==> src/pst_pkg.sv <==
// Shared types, token codes and keyword tables for the Pascal-subset tokenizer.
`default_nettype none

package pst_pkg;

    localparam int DEF_MAX_LEXEME  = 99;
    localparam int DEF_LINE_BITS   = 16;
    localparam int DEF_OFFSET_BITS = 24;

    localparam int KIND_W     = 4;
    localparam int LINE_OUT_W = 16;
    localparam int OFFS_OUT_W = 24;
    localparam int LEN_OUT_W  = 7;

    localparam int FIFO_DEPTH = 4;
    localparam int NUM_KW     = 6;
    localparam int KW_CHARS   = 8;

    localparam logic [7:0] CH_NL    = 8'h0A;
    localparam logic [7:0] CH_TAB   = 8'h09;
    localparam logic [7:0] CH_CR    = 8'h0D;
    localparam logic [7:0] CH_SPACE = 8'h20;
    localparam logic [7:0] CH_SEMI  = 8'h3B;
    localparam logic [7:0] CH_COMMA = 8'h2C;
    localparam logic [7:0] CH_COLON = 8'h3A;
    localparam logic [7:0] CH_EQ    = 8'h3D;
    localparam logic [7:0] CH_DOT   = 8'h2E;

    typedef enum logic [KIND_W-1:0] {
        KIND_IDENT   = 4'd0,
        KIND_NUMBER  = 4'd1,
        KIND_SEMI    = 4'd2,
        KIND_COMMA   = 4'd3,
        KIND_COLON   = 4'd4,
        KIND_ASSIGN  = 4'd5,
        KIND_EQ      = 4'd6,
        KIND_BEGIN   = 4'd7,
        KIND_END     = 4'd8,
        KIND_PROGRAM = 4'd9,
        KIND_VAR     = 4'd10,
        KIND_DOT     = 4'd11,
        KIND_INTEGER = 4'd12,
        KIND_REAL    = 4'd13,
        KIND_ERROR   = 4'd14,
        KIND_EOF     = 4'd15
    } t_kind;

    typedef enum logic [2:0] {
        MODE_IDLE  = 3'd0,
        MODE_IDENT = 3'd1,
        MODE_INT   = 3'd2,
        MODE_FRAC  = 3'd3,
        MODE_COLON = 3'd4
    } t_mode;

    typedef struct packed {
        t_kind                 kind;
        logic [LINE_OUT_W-1:0] line;
        logic [OFFS_OUT_W-1:0] start;
        logic [LEN_OUT_W-1:0]  len;
        logic                  point;
        logic                  over;
        logic                  last;
    } t_token;

    typedef struct packed {
        logic first;
        logic second;
    } t_push;

    localparam logic [7:0] KW_TEXT [NUM_KW][KW_CHARS] = '{
        '{"p", "r", "o", "g", "r", "a", "m", 8'h00},
        '{"v", "a", "r", 8'h00, 8'h00, 8'h00, 8'h00, 8'h00},
        '{"b", "e", "g", "i", "n", 8'h00, 8'h00, 8'h00},
        '{"e", "n", "d", 8'h00, 8'h00, 8'h00, 8'h00, 8'h00},
        '{"i", "n", "t", "e", "g", "e", "r", 8'h00},
        '{"r", "e", "a", "l", 8'h00, 8'h00, 8'h00, 8'h00}
    };

    localparam logic [3:0] KW_LEN [NUM_KW] = '{4'd7, 4'd3, 4'd5, 4'd3, 4'd7, 4'd4};

    localparam t_kind KW_KIND [NUM_KW] = '{
        KIND_PROGRAM, KIND_VAR, KIND_BEGIN, KIND_END, KIND_INTEGER, KIND_REAL
    };

endpackage

`default_nettype wire

==> src/pst_scanner.sv <==
// Scanner state and the per-character token decision logic.
`default_nettype none

module pst_scanner
    import pst_pkg::*;
#(
    parameter int MAX_LEXEME  = DEF_MAX_LEXEME,
    parameter int LINE_BITS   = DEF_LINE_BITS,
    parameter int OFFSET_BITS = DEF_OFFSET_BITS
) (
    input  logic       i_clk,
    input  logic       i_rst_n,
    input  logic       i_valid,
    input  logic [7:0] i_char,
    input  logic       i_eoi,
    output t_push      o_push,
    output t_token     o_tok0,
    output t_token     o_tok1
);

    localparam int LEN_W = $clog2(MAX_LEXEME + 1);
    localparam logic [LEN_W-1:0] LEN_MAX = LEN_W'(MAX_LEXEME);
    localparam logic [LINE_BITS-1:0] LINE_SAT = {LINE_BITS{1'b1}};

    t_mode                   r_mode, n_mode;
    logic [LINE_BITS-1:0]    r_line, n_line;
    logic [OFFSET_BITS-1:0]  r_offset, n_offset;
    logic [OFFSET_BITS-1:0]  r_start, n_start;
    logic [LEN_W-1:0]        r_len, n_len;
    logic [NUM_KW-1:0]       r_cands, n_cands;
    logic                    r_ovf, n_ovf;

    logic is_alpha, is_digit, is_space, is_nl, is_colon;
    logic extend_ok, colon_assign, pend_valid, char_tok_valid;
    logic [NUM_KW-1:0] cont_match, begin_match;
    logic [LEN_W-1:0] ext_len;
    logic ext_ovf;
    t_kind ident_kind, char_kind;
    t_token pend_tok, char_tok, eof_tok, assign_tok;

    assign is_alpha = (i_char >= "A" && i_char <= "Z") || (i_char >= "a" && i_char <= "z");
    assign is_digit = i_char >= "0" && i_char <= "9";
    assign is_space = i_char == CH_SPACE || (i_char >= CH_TAB && i_char <= CH_CR);
    assign is_nl    = i_char == CH_NL;
    assign is_colon = i_char == CH_COLON;

    assign extend_ok = (r_mode == MODE_IDENT && (is_alpha || is_digit))
                    || (r_mode == MODE_INT && (is_digit || i_char == CH_DOT))
                    || (r_mode == MODE_FRAC && is_digit);
    assign colon_assign   = r_mode == MODE_COLON && i_char == CH_EQ;
    assign pend_valid     = r_mode != MODE_IDLE;
    assign char_tok_valid = !is_space && !is_alpha && !is_digit && !is_colon;

    always_comb begin
        for (int k = 0; k < NUM_KW; k++) begin
            cont_match[k] = !(r_len >= LEN_W'(KW_LEN[k]) || r_len >= LEN_W'(KW_CHARS)
                            || KW_TEXT[k][r_len[2:0]] != i_char);
            begin_match[k] = KW_TEXT[k][0] == i_char;
        end
    end

    assign ext_len = (r_len < LEN_MAX) ? r_len + LEN_W'(1) : r_len;
    assign ext_ovf = r_ovf | (r_len >= LEN_MAX);

    always_comb begin
        ident_kind = KIND_IDENT;
        if (!r_ovf) begin
            for (int k = 0; k < NUM_KW; k++) begin
                if (r_cands[k] && r_len == LEN_W'(KW_LEN[k])) begin
                    ident_kind = KW_KIND[k];
                end
            end
        end
    end

    always_comb begin
        priority if (i_char == CH_SEMI) begin
            char_kind = KIND_SEMI;
        end else if (i_char == CH_COMMA) begin
            char_kind = KIND_COMMA;
        end else if (i_char == CH_EQ) begin
            char_kind = KIND_EQ;
        end else if (i_char == CH_DOT) begin
            char_kind = KIND_DOT;
        end else begin
            char_kind = KIND_ERROR;
        end
    end

    always_comb begin
        pend_tok.line  = LINE_OUT_W'(r_line);
        pend_tok.start = OFFS_OUT_W'(r_start);
        pend_tok.last  = 1'b0;
        unique case (r_mode)
            MODE_IDENT: begin
                pend_tok.kind  = ident_kind;
                pend_tok.len   = LEN_OUT_W'(r_len);
                pend_tok.point = 1'b0;
                pend_tok.over  = r_ovf;
            end
            MODE_INT, MODE_FRAC: begin
                pend_tok.kind  = KIND_NUMBER;
                pend_tok.len   = LEN_OUT_W'(r_len);
                pend_tok.point = r_mode == MODE_FRAC;
                pend_tok.over  = r_ovf;
            end
            default: begin
                pend_tok.kind  = KIND_COLON;
                pend_tok.len   = LEN_OUT_W'(1);
                pend_tok.point = 1'b0;
                pend_tok.over  = 1'b0;
            end
        endcase

        char_tok.kind  = char_kind;
        char_tok.line  = LINE_OUT_W'(r_line);
        char_tok.start = OFFS_OUT_W'(r_offset);
        char_tok.len   = LEN_OUT_W'(1);
        char_tok.point = 1'b0;
        char_tok.over  = 1'b0;
        char_tok.last  = 1'b1;

        eof_tok       = char_tok;
        eof_tok.kind  = KIND_EOF;
        eof_tok.len   = '0;

        assign_tok       = char_tok;
        assign_tok.kind  = KIND_ASSIGN;
        assign_tok.start = OFFS_OUT_W'(r_start);
        assign_tok.len   = LEN_OUT_W'(2);
    end

    always_comb begin
        o_push = '0;
        o_tok0 = char_tok;
        o_tok1 = char_tok;
        priority if (i_eoi) begin
            o_push.first  = 1'b1;
            o_push.second = pend_valid;
            o_tok0        = pend_valid ? pend_tok : eof_tok;
            o_tok1        = eof_tok;
        end else if (extend_ok) begin
            o_push = '0;
        end else if (colon_assign) begin
            o_push.first = 1'b1;
            o_tok0       = assign_tok;
        end else begin
            o_push.first  = pend_valid || char_tok_valid;
            o_push.second = pend_valid && char_tok_valid;
            o_tok0        = pend_valid ? pend_tok : char_tok;
        end
        o_tok0.last = !o_push.second;
        o_tok1.last = 1'b1;
    end

    always_comb begin
        n_mode   = r_mode;
        n_line   = r_line;
        n_offset = r_offset;
        n_start  = r_start;
        n_len    = r_len;
        n_cands  = r_cands;
        n_ovf    = r_ovf;
        if (i_valid) begin
            if (i_eoi) begin
                n_mode = MODE_IDLE;
                n_line = LINE_BITS'(1);
            end else begin
                n_offset = r_offset + OFFSET_BITS'(1);
                priority if (extend_ok) begin
                    n_len   = ext_len;
                    n_cands = r_cands & cont_match;
                    n_ovf   = ext_ovf;
                    if (r_mode == MODE_INT && i_char == CH_DOT) begin
                        n_mode = MODE_FRAC;
                    end
                end else if (colon_assign) begin
                    n_mode = MODE_IDLE;
                end else begin
                    n_mode = MODE_IDLE;
                    priority if (is_space) begin
                        if (is_nl && r_line != LINE_SAT) begin
                            n_line = r_line + LINE_BITS'(1);
                        end
                    end else if (is_alpha || is_digit) begin
                        n_start = r_offset;
                        n_len   = LEN_W'(1);
                        n_cands = begin_match;
                        n_ovf   = 1'b0;
                        n_mode  = is_alpha ? MODE_IDENT : MODE_INT;
                    end else if (is_colon) begin
                        n_start = r_offset;
                        n_len   = '0;
                        n_cands = '1;
                        n_ovf   = 1'b0;
                        n_mode  = MODE_COLON;
                    end else begin
                        n_mode = MODE_IDLE;
                    end
                end
            end
        end
    end

    always_ff @(posedge i_clk) begin
        if (!i_rst_n) begin
            r_mode   <= MODE_IDLE;
            r_line   <= LINE_BITS'(1);
            r_offset <= '0;
            r_start  <= '0;
            r_len    <= '0;
            r_cands  <= '1;
            r_ovf    <= 1'b0;
        end else begin
            r_mode   <= n_mode;
            r_line   <= n_line;
            r_offset <= n_offset;
            r_start  <= n_start;
            r_len    <= n_len;
            r_cands  <= n_cands;
            r_ovf    <= n_ovf;
        end
    end

endmodule

`default_nettype wire

==> src/pst_token_fifo.sv <==
// Small result queue that takes up to two tokens and gives one per cycle while the reader is ready.
`default_nettype none

module pst_token_fifo
    import pst_pkg::*;
(
    input  logic   i_clk,
    input  logic   i_rst_n,
    input  t_push  i_push,
    input  t_token i_tok0,
    input  t_token i_tok1,
    output logic   o_room,
    output logic   o_valid,
    input  logic   i_ready,
    output t_token o_tok
);

    localparam int PTR_W = $clog2(FIFO_DEPTH);

    t_token            r_mem [FIFO_DEPTH];
    logic [PTR_W-1:0]  r_wr_ptr, r_rd_ptr;
    logic [PTR_W:0]    r_count;
    logic              pop;
    logic [PTR_W-1:0]  wr_ptr1;

    assign o_valid = r_count != '0;
    assign o_room  = r_count <= (PTR_W + 1)'(FIFO_DEPTH - 2);
    assign o_tok   = r_mem[r_rd_ptr];
    assign pop     = o_valid && i_ready;
    assign wr_ptr1 = r_wr_ptr + PTR_W'(1);

    always_ff @(posedge i_clk) begin
        if (i_push.first) begin
            r_mem[r_wr_ptr] <= i_tok0;
        end
        if (i_push.second) begin
            r_mem[wr_ptr1] <= i_tok1;
        end
    end

    always_ff @(posedge i_clk) begin
        if (!i_rst_n) begin
            r_wr_ptr <= '0;
            r_rd_ptr <= '0;
            r_count  <= '0;
        end else begin
            r_wr_ptr <= r_wr_ptr + PTR_W'(i_push.first) + PTR_W'(i_push.second);
            r_rd_ptr <= r_rd_ptr + PTR_W'(pop);
            r_count  <= r_count + (PTR_W + 1)'(i_push.first)
                      + (PTR_W + 1)'(i_push.second) - (PTR_W + 1)'(pop);
        end
    end

endmodule

`default_nettype wire

==> src/pascal_subset_tokenizer_core.sv <==
// Top level of the Pascal-subset tokenizer: input register, scanner and result queue.
`default_nettype none

// Streaming lexer for a small Pascal subset. Each input item is one source byte, or an
// end-of-input mark in tuser. Tokens leave one per cycle on the master side while tready
// is high, with their kind, line, start offset and length; tlast marks the final token
// caused by one input item. Input is taken at one byte per cycle while the queue has
// room: the item is held in an input register and is then scanned into a four-entry
// result queue. An item that closes a pending token and is a token itself gives two
// results; the input register waits while the queue has fewer than two free entries.
// An item passes the input register and the result queue before its first result leaves.
// End of input flushes the pending token, adds an eof token and sets the line back to one.
module pascal_subset_tokenizer_core
    import pst_pkg::*;
#(
    parameter int MAX_LEXEME  = DEF_MAX_LEXEME,
    parameter int LINE_BITS   = DEF_LINE_BITS,
    parameter int OFFSET_BITS = DEF_OFFSET_BITS
) (
    input  logic        i_clk,
    input  logic        i_rst_n,
    input  logic        s_axis_tvalid,
    output logic        s_axis_tready,
    input  logic [7:0]  s_axis_tdata,   // character
    input  logic [0:0]  s_axis_tuser,   // end_of_input
    output logic        m_axis_tvalid,
    input  logic        m_axis_tready,
    output logic [55:0] m_axis_tdata,   // line_number, start_offset, lexeme_length,
                                        // has_point, too_long, zero fill
    output logic [3:0]  m_axis_tuser,   // token_kind
    output logic        m_axis_tlast    // last_of_run
);

    logic       r_in_valid;
    logic [7:0] r_in_char;
    logic       r_in_eoi;
    logic       room, advance, accept;
    t_push      push;
    t_token     tok0, tok1, out_tok;

    assign advance       = r_in_valid && room;
    assign s_axis_tready = !r_in_valid || advance;
    assign accept        = s_axis_tvalid && s_axis_tready;

    always_ff @(posedge i_clk) begin
        if (!i_rst_n) begin
            r_in_valid <= 1'b0;
        end else if (accept) begin
            r_in_valid <= 1'b1;
        end else if (advance) begin
            r_in_valid <= 1'b0;
        end
    end

    always_ff @(posedge i_clk) begin
        if (accept) begin
            r_in_char <= s_axis_tdata;
            r_in_eoi  <= s_axis_tuser[0];
        end
    end

    pst_scanner #(
        .MAX_LEXEME  (MAX_LEXEME),
        .LINE_BITS   (LINE_BITS),
        .OFFSET_BITS (OFFSET_BITS)
    ) u_scanner (
        .i_clk   (i_clk),
        .i_rst_n (i_rst_n),
        .i_valid (advance),
        .i_char  (r_in_char),
        .i_eoi   (r_in_eoi),
        .o_push  (push),
        .o_tok0  (tok0),
        .o_tok1  (tok1)
    );

    t_push push_gated;
    assign push_gated.first  = push.first && advance;
    assign push_gated.second = push.second && advance;

    pst_token_fifo u_fifo (
        .i_clk   (i_clk),
        .i_rst_n (i_rst_n),
        .i_push  (push_gated),
        .i_tok0  (tok0),
        .i_tok1  (tok1),
        .o_room  (room),
        .o_valid (m_axis_tvalid),
        .i_ready (m_axis_tready),
        .o_tok   (out_tok)
    );

    assign m_axis_tdata = {7'b0, out_tok.over, out_tok.point, out_tok.len,
                           out_tok.start, out_tok.line};
    assign m_axis_tuser = out_tok.kind;
    assign m_axis_tlast = out_tok.last;

endmodule

`default_nettype wire

==> config.mk <==
export PLATFORM = sky130hd
export DESIGN_NAME = pascal_subset_tokenizer_core
export DESIGN_NICKNAME = d
export VERILOG_FILES = /design/src/pst_pkg.sv /design/src/pst_scanner.sv /design/src/pst_token_fifo.sv /design/src/pascal_subset_tokenizer_core.sv
export SDC_FILE = /design/constraint.sdc
export NUM_CORES = 1
export LEC_CHECK = 0
export BUFFER_PORTS_ARGS = -buffer_cell sky130_fd_sc_hd__buf_2
export CAP_MARGIN = 10
export CORE_UTILIZATION = 55
export CTS_BUF_LIST = sky130_fd_sc_hd__clkbuf_2 sky130_fd_sc_hd__clkbuf_4 sky130_fd_sc_hd__clkbuf_8
export DETAILED_ROUTE_END_ITERATION = 16
export PLACE_DENSITY = 0.83
export SLEW_MARGIN = 5
export SYNTH_ARGS = -nofsm -noshare
export SYNTH_HDL_FRONTEND = slang
export SYNTH_SLANG_ARGS = --single-unit
==> constraint.sdc <==
create_clock -name i_clk -period 4.65 [get_ports i_clk]
set_input_delay 0.2325 -clock i_clk [delete_from_list [all_inputs] [get_ports i_clk]]
set_output_delay 0.2325 -clock i_clk [all_outputs]
set_load 0.02 [all_outputs]
Word level (Yosys, flattened, before mapping)
Memories as Yosys holds them, arrays and structs flattened. A register that Yosys moved wholly into a read port is not among the register bits.
Cells that the tools add are included.

operators by class
  reduce and logical (&&, ||, !) cells = 69
  bitwise gates (word level) = 7
  equal/unequal tests = 34
  multiplexer cells = 73
  add/sub/neg operators = 10
  order comparisons = 17

operators with widths
  kind                                                                   number
  54-bit 2-to-1 mux                                                      6
  8-bit 2-to-1 mux                                                       12
  16-bit 2-to-1 mux                                                      5
  7-bit by 8-bit == test with 1-bit output, first input constant         6
  8-bit by 6-bit == test with 1-bit output, second input constant        6
  24-bit 2-to-1 mux                                                      2
  8-bit inequality test                                                  6
  7-bit 2-to-1 mux                                                       6
  4-bit 2-to-1 mux                                                       10
  6-bit 2-to-1 mux                                                       5
  1-bit logical AND                                                      25
  24-bit by 1-bit adder with 24-bit output, second input constant        1
  3-bit 2-to-1 mux                                                       8
  7-bit by 3-bit == test with 1-bit output, second input constant        3
  7-bit by 3-bit >= comparator with 1-bit output, second input constant  3
  1-bit logical OR                                                       18
  9-bit case mux with 2 select lines                                     1
  16-bit by 1-bit adder with 16-bit output, second input constant        1
  8-bit by 7-bit >= comparator with 1-bit output, second input constant  2
  8-bit by 7-bit <= comparator with 1-bit output, second input constant  2
  16-bit inequality test, second input constant                          1
  1-bit 2-to-1 mux                                                       13
  1-bit zero test                                                        12
  6-bit AND reduction                                                    2
  34 further kinds                                                       54

word-level totals
  ROM bits = 384
  memory bits (writable) = 216
  output and inout port bits = 63
  input bits = 13
  bits in registers = 98
  memories = 7
  logic and storage cells = 230

memories
  name              words  width  read ports  clocked after memory_dff  write ports  line                  RTL
  u_fifo.r_mem      4      54     1           1                         2            pst_token_fifo.sv:20  t_token r_mem [FIFO_DEPTH];
  (name not given)  8      8      1           0                         0            pst_scanner.sv:57     || KW_TEXT[k][r_len[2:0]] != i_char);
  (name not given)  8      8      1           0                         0            pst_scanner.sv:57
  (name not given)  8      8      1           0                         0            pst_scanner.sv:57
  (name not given)  8      8      1           0                         0            pst_scanner.sv:57
  (name not given)  8      8      1           0                         0            pst_scanner.sv:57
  1 more memories   n/a    n/a    n/a         n/a                       n/a          n/a

Depth between registers and ports, before layout
Gate-level depths: netlist of the first run.

  word-level depth = 15
  gate-level depth with buffers = 14
  mapped depth without buffers = 11

Cells and area by module
A second synthesis of the first run with hierarchy kept.

second synthesis, totals
  cell total of the unflattened synthesis = 1284
  area total of the unflattened synthesis = 17474.3 um^2

modules (own cells, without submodules)
  module                        times used  area an instance (um^2)  cells an instance  seq. area each (um^2)
  pst_token_fifo                1           11422.2                  565                6626.4
  pst_scanner                   1           5645.4                   694                1621.6
  pascal_subset_tokenizer_core  1           406.6                    25                 290.3

Least setup slack after synthesis of the first run
No wires, ideal clock.

  kind = reg-to-reg
  start point = register r_in_char[0]
  end point = memory u_fifo.r_mem[0][10] (netlist name) (enable)
  buffers on the path = 2
  stages on the path, launching flop included = 10
  setup time = 398 ps
  period minus slack after synthesis = 3460 ps
  data required time = 4252 ps
  arrival time = 3062 ps
  setup slack = 1190 ps
  cells stage by stage = edfxtp_1 buf_6 or4_4 o21ai_4 o211ai_2 o211ai_4 and4_1 a31oi_4 buf_2 inv_1

RTL lines
  item                    line                                RTL
  start, declared         pascal_subset_tokenizer_core.sv:35  logic [7:0] r_in_char;
  start signal, assigned  pascal_subset_tokenizer_core.sv:57  r_in_char <= s_axis_tdata;
  end, declared           pst_token_fifo.sv:20

Final worst setup path of the first run
  start point = register r_in_char[4]
  end point = register u_fifo.r_count[2]

between the ends
  longest elaborated chain between the ends = 15
  elaborated cells between the ends (all ways) = 44
  those cells by class = add/sub (3); order compare (8); eq/ne (4); mux (4); reduce/logical (25)

ends and longest elaborated chain
  item                                                                          line                                  RTL
  8-bit by 4-bit >= comparator with 1-bit output, or another cell as far along  pst_scanner.sv:43                     assign is_space = i_char == CH_SPACE || (i_char >= CH_TAB && i_char <= CH_CR);
  1-bit logical AND, on equally long branches                                   pst_scanner.sv:43, pst_scanner.sv:41
  1-bit logical OR, on equally long branches                                    pst_scanner.sv:43, pst_scanner.sv:41
  1-bit zero test                                                               pst_scanner.sv:52                     assign char_tok_valid = !is_space && !is_alpha && !is_digit && !is_colon;
  1-bit logical AND (3 in series)                                               pst_scanner.sv:52
  1-bit logical OR                                                              pst_scanner.sv:148                    o_push.first = pend_valid || char_tok_valid;
  1-bit 2-to-1 mux                                                              pst_scanner.sv:144                    end else if (colon_assign) begin
  2-bit 2-to-1 mux *                                                            pst_scanner.sv:142                    end else if (extend_ok) begin
  2-bit 2-to-1 mux *                                                            pst_scanner.sv:137                    priority if (i_eoi) begin
  1-bit logical AND                                                             pascal_subset_tokenizer_core.sv:78    assign push_gated.first = push.first && advance;
  3-bit by 1-bit adder with 3-bit output                                        pst_token_fifo.sv:49                  r_count <= r_count + (PTR_W + 1)'(i_push.first)
  3-bit by 1-bit adder with 3-bit output *                                      pst_token_fifo.sv:50                  + (PTR_W + 1)'(i_push.second) - (PTR_W + 1)'(pop);
  3-bit by 1-bit subtractor with 3-bit output *                                 pst_token_fifo.sv:50
  end signal, assigned                                                          pst_token_fifo.sv:49
  end, declared                                                                 pst_token_fifo.sv:22                  logic [PTR_W:0] r_count;

Mark *: on every way between the ends. The rest lies on a longest branch, timed or not.
A chain may end at the register's enable or synchronous reset.

==> out/results.tsv, run 1 <==
stage	metric	value	unit
clocking	cts-root-buf	clkbuf_8	
global_routing	grt_pass1_wl	55400	µm
placement	placed_cells	1618	
global_routing	grt_pass1_vias	10500	
cells_and_area	nFillCells	2143	
worst_hold_path	hold_class	in2reg	
timing	slew_viol_final	0	
worst_setup_path	cp-start-kind	flip-flop	
cells_and_area	final_cell_count_no_fill	1719	
worst_setup_path	cp_data_required_time	5.14	ns
detailed_routing	first_pass_iters	5	
worst_hold_path	hp-start	m_axis_tready	
synthesis	syn_area_per_cell	12.3	µm²
power	power.internal	0.00520	W
flow_run	maxCapViolCount	0	
worst_setup_path	endpoint_kind	flip-flop	
global_routing	grt.overflow.total	0	
power	power_leakage	5.88	nW
die	dieArea	28800	µm²
synthesis	ys_seq_area_share	52.5	%
worst_setup_path	criticalPathCategory	reg2reg	
die	die_width	170	µm
placement	io_buffers	68	
clocking	cts.clk_slew.worst_paths	0.06	ns
die	fp-row-count	61	
detailed_routing	drt_iter0_drc	1096	
cells_and_area	nNetsFinal	1329	
timing	tns	0	ns
detailed_routing	dr_total_vias	10700	
timing	tightest_slew	1.13	ns
cells_and_area	area_growth	10.4	%
clocking	cts_tree	built	
worst_setup_path	setup.reg_to_reg.worst_slack	0.63	ns
timing	rsz0062_at_grt	no	
placement	placed_cell_area	16000	µm²
synthesis	synthCells	1261	
worst_hold_path	min_to	u_fifo.r_rd_ptr[0]	
power	vdd_drop_max	0.000266	V
cells_and_area	final_cell_area	17100	µm²
synthesis	ys_ff_latch	314	
synthesis	ys_types	91	
placement	place_ws	0.718	ns
clocking	cts_resized	0	
die	ios	76	
timing	fin_crit	4.02	ns
worst_setup_path	worstRegToRegCells	11	
power	p_sw_share	31.0	%
timing	fin_crit_sh	86.4	%
cells_and_area	diodes	0	
worst_setup_path	cp.arrival	4.51	ns
clocking	clock_latency	0.60	ns
timing	max_freq	0.249	GHz
detailed_routing	drc	0	
clocking	clock_sinks	314	
power	power.density	441	nW/µm²
clocking	clk_path_buf_depth	3	
power	p_sw	0.00234	W
synthesis	synthFlopType	edfxtp_1	
synthesis	synth_edf_count	185	
detailed_routing	routed_wl	35200	µm
die	die_h	170	µm
global_routing	grt_max_degree	67	
clocking	numCtsBuffers	49	
timing	finalSetupViolCount	0	
worst_setup_path	r2r_end	u_fifo.r_count[2]	
worst_setup_path	startpoint	r_in_char[4]	
placement	hpwl	21900	µm
worst_setup_path	path_max_fanout	20	
die	fp.coreArea	27800	µm²
global_routing	grt_use_total	24.5	%
detailed_routing	drtAntennaViolNets	0	
worst_setup_path	r2r-start	r_in_char[4]	
global_routing	antenna_found_initial	0	
run_status	status	completed	
placement	gp_congestion	0.913	
power	sequentialPowerShare	45.0	%
clocking	cts_max_level	2	
synthesis	ys.warnings.count	0	
synthesis	async_reset_ff_share	0	%
die	start_util	55.8	%
power	power	0.00754	W
power	comb_power_share	23.3	%
timing	skew	0.0316	ns
timing	finalHoldViolations	0	
cells_and_area	layout-drive-gt1-share	21.0	%
worst_hold_path	holdPathStages	4	
timing	fin_ws	0.632	ns
synthesis	synth_area	15500	µm²
detailed_routing	drt-wirelength-per-cell	20.5	µm
power	pwr-share-clk	31.7	%
timing	slew_headroom	24.4	%
detailed_routing	viasPerCell	6.21	
synth_stat cells, types with 26 or more instances:
master | number | area share (%)
clkbuf_1 | 66 | 1.6
nand2_1 | 53 | 1.3
dfxtp_1 | 129 | 17
xnor2_1 | 28 | 1.6
mux4_2 | 54 | 7.8
nor2b_1 | 51 | 2.1
nand3_1 | 37 | 1.2
nor2_1 | 59 | 1.4
mux2i_1 | 29 | 1.9
edfxtp_1 | 185 | 36
a21oi_1 | 26 | 0.84
and2_1 | 80 | 3.2
a22o_1 | 115 | 6.5
xor2_1 | 28 | 1.6
worst max path at each step:
stage,endpoint
after floorplan,u_fifo.r_mem[0][10]
after global placement,u_fifo.r_count[2]
after detailed placement,u_fifo.r_count[2]
after CTS,u_fifo.r_count[2]
after global routing,u_fifo.r_count[2]
final,u_fifo.r_count[2]
critical path, cell delays in order (launching register included):
cell	delay (ns)
edfxtp_1	0.69
and4bb_1	0.41
nand2_1	0.25
o32ai_4	0.19
o21ai_2	0.54
nand3_2	0.38
ha_1	0.39
inv_1	0.04
fa_1	0.37
fa_1	0.39
xnor2_1	0.13
and2_1	0.14
cell families (layout without fill, tap and decap cells):
kind of cell               count (synthesis)  in the layout  synth area share [%]
buffers and inverters                    138            212                  4.17
DFF                                      314            314                  52.5
AOI/OAI and AO/OA                        268            268                  14.6
xor gates and xnor gates                  56             56                  3.17
and+or+nand+nor                          384            384                  14.3
muxes                                     85             85                  9.87
other                                      1              7                0.0242
adders and majority gates                 15             15                  1.36
cell type report:
cell class                 count  area, µm²  share of cell area [%]
clock buffer                  78        923                    5.40
clock inverter                13        103                   0.600
multi-input combinational    815       6750                    39.4
inverter                      22       90.1                   0.527
timing repair buffer          99        623                    3.64
tap                          378        473                    2.77
sequential                   314       8140                    47.6
metrics by stage:
| stage | util, % | hold WS (ns) |
|---|---|---|
| 6_report | 61.6 | 0.173 |
| 5_1_grt | 61.6 | 0.190 |
| 4_1_cts | 61.6 | 0.158 |
| 3_5_place_dp | 57.5 | 0.411 |
| 3_3_place_gp | 57.5 | 0.412 |
| 2_1_floorplan | - | 0.331 |
power groups by stage:
stage | combinational [W] | sequential [W] | clock (W)
after floorplan | 0.00138 | 0.00329 | 0
after global placement | 0.00172 | 0.00344 | 0
after detailed placement | 0.00174 | 0.00346 | 0
after CTS | 0.00176 | 0.00340 | 0.00241
after global routing | 0.00188 | 0.00343 | 0.00254
final | 0.00175 | 0.00340 | 0.00239
routing by layer:
| metal | wire length (µm) | GRT usage (%) | part of all wire (%) |
|---|---|---|---|
| met2 | 17300 | 41.8 | 49 |
| met5 | 0 | 0 | 0 |
| met3 | 2140 | 4.19 | 6.1 |
| met4 | 912 | 8.89 | 2.6 |
| met1 | 14800 | 31.4 | 42 |
registers in the layout, indices dropped and copies added, names as in the netlist, 3 cells and up:
name / count
r_in_char: 8
u_fifo.r_count: 3
u_fifo.r_mem: 216
u_scanner.r_cands: 6
u_scanner.r_len: 7
u_scanner.r_line: 16
u_scanner.r_mode: 3
u_scanner.r_offset: 24
u_scanner.r_start: 24
what timing repair did:
action	in CTS	in global routing
buffers inserted	0	0
hold endpoints to repair	10	0
hold buffers	10	0
layout by cell type (no fill, tap or decap), types with 9 or more instances in the layout:
cell / count
ha_1: 12
a21oi_1: 26
clkbuf_8: 54
clkbuf_4: 24
mux2i_1: 29
a21boi_0: 14
dfxtp_1: 127
nor3_1: 13
nand4_1: 15
nor2_1: 59
buf_2: 68
and3_1: 12
a22o_1: 115
edfxtp_1: 185
dlygate4sd3_1: 10
buf_4: 19
nand3_1: 37
xor2_1: 28
o21ai_0: 15
and2_1: 80
nand2_1: 53
o32ai_1: 9
xnor2_1: 28
nor2b_1: 51
mux4_2: 54
inv_1: 18
Power figures use the tool's default switching activity.
==> run 2, diff against run 1 <==
--- a/config.mk
+++ b/config.mk
@@ -10,8 +10,10 @@
 export CORE_UTILIZATION = 55
 export CTS_BUF_LIST = sky130_fd_sc_hd__clkbuf_2 sky130_fd_sc_hd__clkbuf_4 sky130_fd_sc_hd__clkbuf_8
 export DETAILED_ROUTE_END_ITERATION = 16
-export PLACE_DENSITY = 0.83
+export PLACE_DENSITY = 0.82
 export SLEW_MARGIN = 5
 export SYNTH_ARGS = -nofsm -noshare
 export SYNTH_HDL_FRONTEND = slang
+export SYNTH_HIERARCHICAL = 1
 export SYNTH_SLANG_ARGS = --single-unit
+export TNS_END_PERCENT = 10
==> run 2 against run 1 <==
Die area increased by 13%. Total power increased by 1.7%. Global-route usage decreased by 2.1 points. Via count decreased by 2.8%. Register-to-register slack improved by 0.13 ns. Sequential cell count unchanged. Count of clock-buffer cells in the layout decreased by 4. Cell area increased by 10%. Largest power group unchanged.
==> out/results.tsv, run 2 <==
stage	metric	value	unit
clocking	numCtsBuffers	50	
detailed_routing	viasPerCell	5.87	
clocking	cts.clk_slew.worst_paths	0.07	ns
die	dieArea	32500	µm²
worst_setup_path	path_cells	nor4_4 > a21oi_1 > a311o_1 > and2_1 > or2_2 > nand2_1 > and3_2 > inv_1 > ha_1 > inv_1 > fa_1 > fa_1 > xnor2_1 > and2_1	
synthesis	async_reset_ff_share	0	%
synthesis	synthFlopType	edfxtp_1	
detailed_routing	first_pass_iters	7	
synthesis	yosysTopAreaCell	edfxtp_1	
worst_setup_path	cp-start-kind	flip-flop	
detailed_routing	drc	0	
clocking	cts_max_level	2	
die	start_util	56.5	%
synthesis	synthCells	1284	
cells_and_area	largest_register_ff_count	216	
synthesis	ys_seq_area_share	48.9	%
worst_setup_path	criticalPathCategory	reg2reg	
worst_setup_path	critPathMaxStageDelay	0.62	ns
synthesis	ys_ff_latch	314	
timing	fin_crit_sh	83.7	%
timing	tightest_slew	1.17	ns
timing	rsz0062_at_grt	no	
detailed_routing	wl_met2	18200	µm
synthesis	syn_area_per_cell	13.6	µm²
global_routing	antenna_found_initial	0	
cells_and_area	post-route-util	61.0	%
timing	fin_crit	3.89	ns
die	fp-row-count	64	
synthesis	synth_top_area_share	38.7	%
worst_setup_path	path_max_fanout	16	
worst_setup_path	cp.arrival	4.36	ns
worst_setup_path	endpoint_kind	flip-flop	
cells_and_area	area_growth	7.84	%
cells_and_area	largestRegisters	u_fifo/r_mem (216), u_scanner/r_offset (24), u_scanner/r_start (24)	
placement	placed_cell_area	17700	µm²
timing	skew	0.0382	ns
cells_and_area	nFillCells	2307	
clocking	clk_path_buf_depth	3	
power	power	0.00767	W
cells_and_area	diodes	0	
synthesis	synthTopCellsByArea	edfxtp_1, mux2_4, dfxtp_1	
power	power.density	407	nW/µm²
clocking	cts_setup_buffers	0	
die	ios	76	
synthesis	synth_edf_count	225	
clocking	cts_hold_buf	10	
worst_setup_path	critical_path.slowest_cell	edfxtp_1	
timing	finalSetupViolCount	0	
die	fp.coreArea	30900	µm²
placement	io_buffers	68	
flow_run	maxCapViolCount	0	
synthesis	ys_types	83	
detailed_routing	dr_total_vias	10400	
synthesis	synth_common_cells	edfxtp_1, mux2_4, mux2_2, dfxtp_1, nor2_1	
global_routing	grt_max_degree	67	
detailed_routing	drt_iter0_drc	751	
cells_and_area	mostFrequentLayoutCell	edfxtp_1	
clocking	cts_resized	0	
cells_and_area	nNetsFinal	1358	
timing	tns	0	ns
timing	max_freq	0.257	GHz
die	die_h	180	µm
placement	hpwl	22300	µm
timing	fin_ws	0.760	ns
clocking	clock_latency	0.58	ns
die	die_width	180	µm
cells_and_area	largest-register	u_fifo/r_mem	
worst_hold_path	hold_class	in2reg	
global_routing	grt.overflow.total	0	
worst_setup_path	cp_data_required_time	5.12	ns
detailed_routing	drt-wirelength-per-cell	20.5	µm
cells_and_area	final_cell_area	18800	µm²
synthesis	yosysMostFrequentCell	edfxtp_1	
timing	finalHoldViolations	0	
synthesis	ys.warnings.count	6	
cells_and_area	layout-drive-gt1-share	35.4	%
detailed_routing	drtAntennaViolNets	0	
placement	place_ws	0.773	ns
global_routing	grt_pass1_vias	10700	
global_routing	grt_use_total	22.5	%
detailed_routing	highest_layer	met4	
detailed_routing	wl_met3	1880	µm
detailed_routing	routed_wl	36200	µm
timing	slew_viol_final	0	
global_routing	grt_pass1_wl	57700	µm
run_status	status	completed	
clocking	cts-root-buf	clkbuf_8	
cells_and_area	layout_common_cells	edfxtp_1, mux2_4, mux2_2, dfxtp_1, buf_2	
power	power_leakage	7.02	nW
synthesis	synth_area	17500	µm²
clocking	cts_tree	built	
timing	slew_headroom	21.8	%
power	vdd_drop_max	0.000243	V
clocking	clock_sinks	314	
detailed_routing	met1_length	15200	µm
placement	gp_congestion	0.899	
-- run 2: final cells by class --
class                   instances  area, µm²  area share [%]
flip-flops and latches        314       8540            45.3
inverters                      27        101           0.538
multi-input cells             830       7940            42.2
clock inverters                19        171           0.910
well taps                     396        495            2.63
repair buffers                107        696            3.69
clock buffers                  74        893            4.74
-- run 2: path summary, 6_finish.rpt --
| check | depth (start not counted) | slack (ns) | from | to |
|---|---|---|---|---|
| min | 4 | 0.21 | m_axis_tready | u_fifo/r_rd_ptr[0] |
| min reg2reg | 1 | 0.50 | u_scanner/r_cands[2] | u_scanner/r_cands[2] |
| max | 14 | 0.76 | r_in_char[2] | u_fifo/r_count[2] |
| max reg2reg | 14 | 0.76 | r_in_char[2] | u_fifo/r_count[2] |
-- run 2: logic make-up (layout without fill, tap and decap cells) --
kind of cell,Yosys count,in the layout,share of synthesized area [%]
and+or+nand+nor,300,300,9.49
DFF,314,314,48.9
muxes,326,326,26.8
other,3,17,0.0644
xor gates and xnor gates,51,51,2.56
buffers and inverters,154,227,6.24
adders and majority gates,15,15,1.20
AOI/OAI and AO/OA,121,121,4.76
-- run 2: stage by stage --
step                std cells  hold WS [ns]
global route             1767         0.184
detailed placement       1664         0.413
CTS                      1767         0.172
global placement         1664         0.411
finish                   1767         0.209
floorplan                1298         0.331
-- run 2: routing by layer --
layer / vias to the layer above / global-route usage, %
met4: 0 / 7.79
met1: 5114 / 28.7
met3: 64 / 3.15
met5: - / 0
met2: 328 / 39.1
li1: 4866 / -
-- run 2: power breakdown --
| group | total (W) | switching, W | internal (W) |
|---|---|---|---|
| Clock | 0.00247 | 0.00107 | 0.00140 |
| Sequential | 0.00345 | 0.000213 | 0.00324 |
| Combinational | 0.00175 | 0.000984 | 0.000763 |
| Total | 0.00767 | 0.00226 | 0.00541 |
-- run 2: worst max-delay path, delay by kind of cell (launching register included) --
| family | cells | cell delay, ns |
|---|---|---|
| simple gates | 6 | 1.31 |
| fa+ha+maj | 3 | 1.05 |
| flops | 1 | 0.62 |
| compound gates | 2 | 0.56 |
| buf+inv | 2 | 0.15 |
| xor+xnor | 1 | 0.13 |
==> run 3, diff against run 2 <==
--- a/config.mk
+++ b/config.mk
@@ -5,12 +5,13 @@
 export SDC_FILE = /design/constraint.sdc
 export NUM_CORES = 1
 export LEC_CHECK = 0
+export ABC_AREA = 1
 export BUFFER_PORTS_ARGS = -buffer_cell sky130_fd_sc_hd__buf_2
 export CAP_MARGIN = 10
 export CORE_UTILIZATION = 55
 export CTS_BUF_LIST = sky130_fd_sc_hd__clkbuf_2 sky130_fd_sc_hd__clkbuf_4 sky130_fd_sc_hd__clkbuf_8
 export DETAILED_ROUTE_END_ITERATION = 16
-export PLACE_DENSITY = 0.82
+export PLACE_DENSITY = 0.85
 export SLEW_MARGIN = 5
 export SYNTH_ARGS = -nofsm -noshare
 export SYNTH_HDL_FRONTEND = slang
==> constraint.sdc (replaced) <==
create_clock -name i_clk -period 3.1 [get_ports i_clk]
set_input_delay 0.155 -clock i_clk [delete_from_list [all_inputs] [get_ports i_clk]]
set_output_delay 0.155 -clock i_clk [all_outputs]
set_load 0.02 [all_outputs]
==> run 3 against run 2 <==
Area after synthesis rose by 11%. Register-to-register slack got worse by 0.65 ns. First-iteration DRC count rose to 3.4 times the previous value. Global-route usage rose by 7.7 points. Count of clock-buffer cells in the layout fell by 3. Synthesized cell count rose by 110%. Largest cell class unchanged. Non-clock buffer count rose by 60. Sequential power rose by 53%. Hold slack got worse by 0.15 ns. Clock skew fell by 0.0074 ns. Die area rose by 11%.
==> out/results.tsv, run 3 <==
stage	metric	value	unit
synthesis	async_reset_ff_share	0	%
timing	slew_headroom	36.5	%
worst_setup_path	cp_data_required_time	3.39	ns
synthesis	synth_area	19400	µm²
synthesis	synthTopCellsByArea	edfxtp_1, nand2_1, dfxtp_1	
synthesis	yosysMostFrequentCell	nand2_1	
detailed_routing	routed_wl	57000	µm
power	vdd_drop_max	0.000466	V
synthesis	synthFlopType	edfxtp_1	
clocking	numCtsBuffers	51	
clocking	clock_sinks	314	
global_routing	grt_pass1_vias	17400	
detailed_routing	first_pass_iters	6	
clocking	cts-root-buf	clkbuf_8	
die	die_width	190	µm
clocking	cts.clk_slew.worst_paths	0.06	ns
timing	fin_crit	2.99	ns
global_routing	grt_pass1_wl	86600	µm
die	fp.coreArea	34600	µm²
timing	tns	0	ns
power	p_sw_share	40.5	%
detailed_routing	dr_total_vias	18600	
synthesis	ys_ff_latch	314	
worst_hold_path	hp-start	i_rst_n	
timing	finalHoldViolations	0	
timing	fin_crit_sh	96.5	%
timing	finalSetupViolCount	0	
synthesis	ys_types	47	
die	die_h	190	µm
cells_and_area	largest_register_ff_count	216	
run_status	status	completed	
worst_setup_path	startpoint	r_in_char[4]	
cells_and_area	largest-register	u_fifo/r_mem	
timing	skew	0.0308	ns
power	pwr-share-clk	26.0	%
timing	slew_viol_final	0	
synthesis	synth_top_area_share	34.8	%
cells_and_area	mostFrequentLayoutCell	nand2_1	
worst_setup_path	cp.arrival	3.28	ns
worst_setup_path	cp-start-kind	flip-flop	
cells_and_area	final_cell_area	21300	µm²
synthesis	synthCells	2681	
synthesis	synth_common_cells	nand2_1, inv_1, nand3_1, edfxtp_1, o21ai_0	
clocking	cts_tree	built	
die	ios	76	
timing	tightest_slew	0.952	ns
detailed_routing	drt-wirelength-per-cell	17.7	µm
placement	placed_cell_area	19800	µm²
cells_and_area	layout-drive-gt1-share	10.6	%
clocking	clock_latency	0.62	ns
worst_setup_path	r2r-start	r_in_char[4]	
cells_and_area	nNetsFinal	2742	
die	start_util	56.0	%
placement	gp_congestion	0.939	
cells_and_area	final_cell_count_no_fill	3213	
global_routing	grt.overflow.total	0	
synthesis	ys.warnings.count	6	
detailed_routing	viasPerCell	5.78	
placement	io_buffers	68	
detailed_routing	drc	0	
power	power.internal	0.00863	W
die	fp-row-count	68	
worst_setup_path	endpoint_kind	flip-flop	
worst_setup_path	path_max_fanout	32	
synthesis	ys_seq_area_share	44.0	%
worst_hold_path	hold_class	in2reg	
global_routing	grt_use_total	30.2	%
clocking	clk_path_buf_depth	3	
clocking	cts_max_level	2	
detailed_routing	drt_iter0_drc	2520	
power	comb_power_share	37.7	%
power	power.density	680	nW/µm²
placement	hpwl	34200	µm
worst_setup_path	criticalPathCategory	reg2reg	
synthesis	yosysTopAreaCell	edfxtp_1	
placement	placed_cells	3087	
power	sequentialPowerShare	36.4	%
power	power_leakage	9.86	nW
die	dieArea	36000	µm²
global_routing	grt_max_degree	79	
synthesis	synth_edf_count	225	
worst_setup_path	setup.reg_to_reg.worst_slack	0.11	ns
cells_and_area	layout_common_cells	nand2_1, inv_1, nand3_1, edfxtp_1, o21ai_0	
power	p_sw	0.00586	W
timing	rsz0062_at_grt	yes	
cells_and_area	largestRegisters	u_fifo/r_mem (216), u_scanner/r_offset (24), u_scanner/r_start (24)	
flow_run	maxCapViolCount	0	
timing	max_freq	0.334	GHz
detailed_routing	drtAntennaViolNets	0	
synthesis	syn_area_per_cell	7.24	µm²
global_routing	antenna_found_initial	0	
cells_and_area	area_growth	9.86	%
-- run 3: cell types whose count changed after synthesis, moves of 37 or more --
cell / change
buf_2: +50
mux4_2: -54
mux2_4: -119
nand4_1: +109
o21ai_0: +124
inv_1: +351
nand3_1: +210
mux2_2: -98
nor3_1: +37
nor2_1: +84
nand2_1: +850
-- run 3: worst max-delay path, stage by stage, from the launching register on --
cell	delay, ns
edfxtp_1	0.47
inv_2	0.11
nand2_1	0.11
nor2_1	0.09
nand3_1	0.10
nand2_1	0.11
inv_2	0.07
buf_4	0.16
nand4_1	0.12
a21oi_2	0.18
inv_1	0.09
nor2_4	0.17
buf_6	0.20
nand3_2	0.15
nand2_4	0.23
buf_16	0.26
-- run 3: timing repair --
action,in CTS,in global routing
endpoints found under the hold margin,10,0
hold buffers,10,0
pin swaps,0,3
buffers inserted,0,14
gates resized for setup,3,27
cloned,0,5
setup endpoints to repair,12,383
-- run 3: power groups by stage --
stage	Sequential, W	Combinational, W	Clock [W]
2_1_floorplan	0.00527	0.00372	0
3_3_place_gp	0.00533	0.00505	0
3_5_place_dp	0.00535	0.00519	0
4_1_cts	0.00526	0.00523	0.00376
5_1_grt	0.00530	0.00587	0.00395
6_report	0.00527	0.00546	0.00376
-- run 3: worst paths after layout --
kind | endpoint | cells after the start
worst max-delay path | u_fifo/r_mem[3][26] | 15
worst min register to register | r_in_valid | 2
worst min-delay path | u_scanner/r_line[10] | 4
worst max register to register | u_fifo/r_mem[3][26] | 15
-- run 3: final cells by class --
type,count,area (µm²)
clock buffers,71,865
well taps,455,569
diodes,1,2.50
repair buffers,167,1340
fillers,2830,13300
clock inverters,25,193
multi-input cells,1790,8330
inverters,390,1470
flip-flops and latches,314,8550
-- run 3: metal layers --
metal	global-route usage (%)	wire length, µm
met4	12.8	2020
met1	38.0	21200
met2	50.7	26700
met3	5.85	7020
met5	0	0
-- run 3: per-stage QoR --
| stage | worst slack, ns | utilization, % | total power [W] | hold slack, ns |
|---|---|---|---|---|
| final | 0.108 | 61.6 | 0.0145 | 0.0607 |
| after global routing | -0.0875 | 61.5 | 0.0151 | 0.0669 |
| after CTS | 0.0536 | 60.6 | 0.0143 | 0.0381 |
| after detailed placement | 0.0236 | 57.2 | 0.0105 | 0.334 |
| after global placement | 0.163 | 57.2 | 0.0104 | 0.332 |
| after floorplan | -0.256 | - | 0.00898 | 0.248 |
-- run 3: cell families (layout without fill, tap and decap cells) --
group	after synthesis	in the layout	synth area share (%)
xor gates and xnor gates	25	25	1.13
adders and majority gates	15	15	1.08
muxes	7	7	0.361
other	3	18	0.0580
DFF	314	314	44.0
AOI/OAI and AO/OA	226	226	6.18
buffers and inverters	592	653	13.8
and+or+nand+nor	1499	1500	33.4
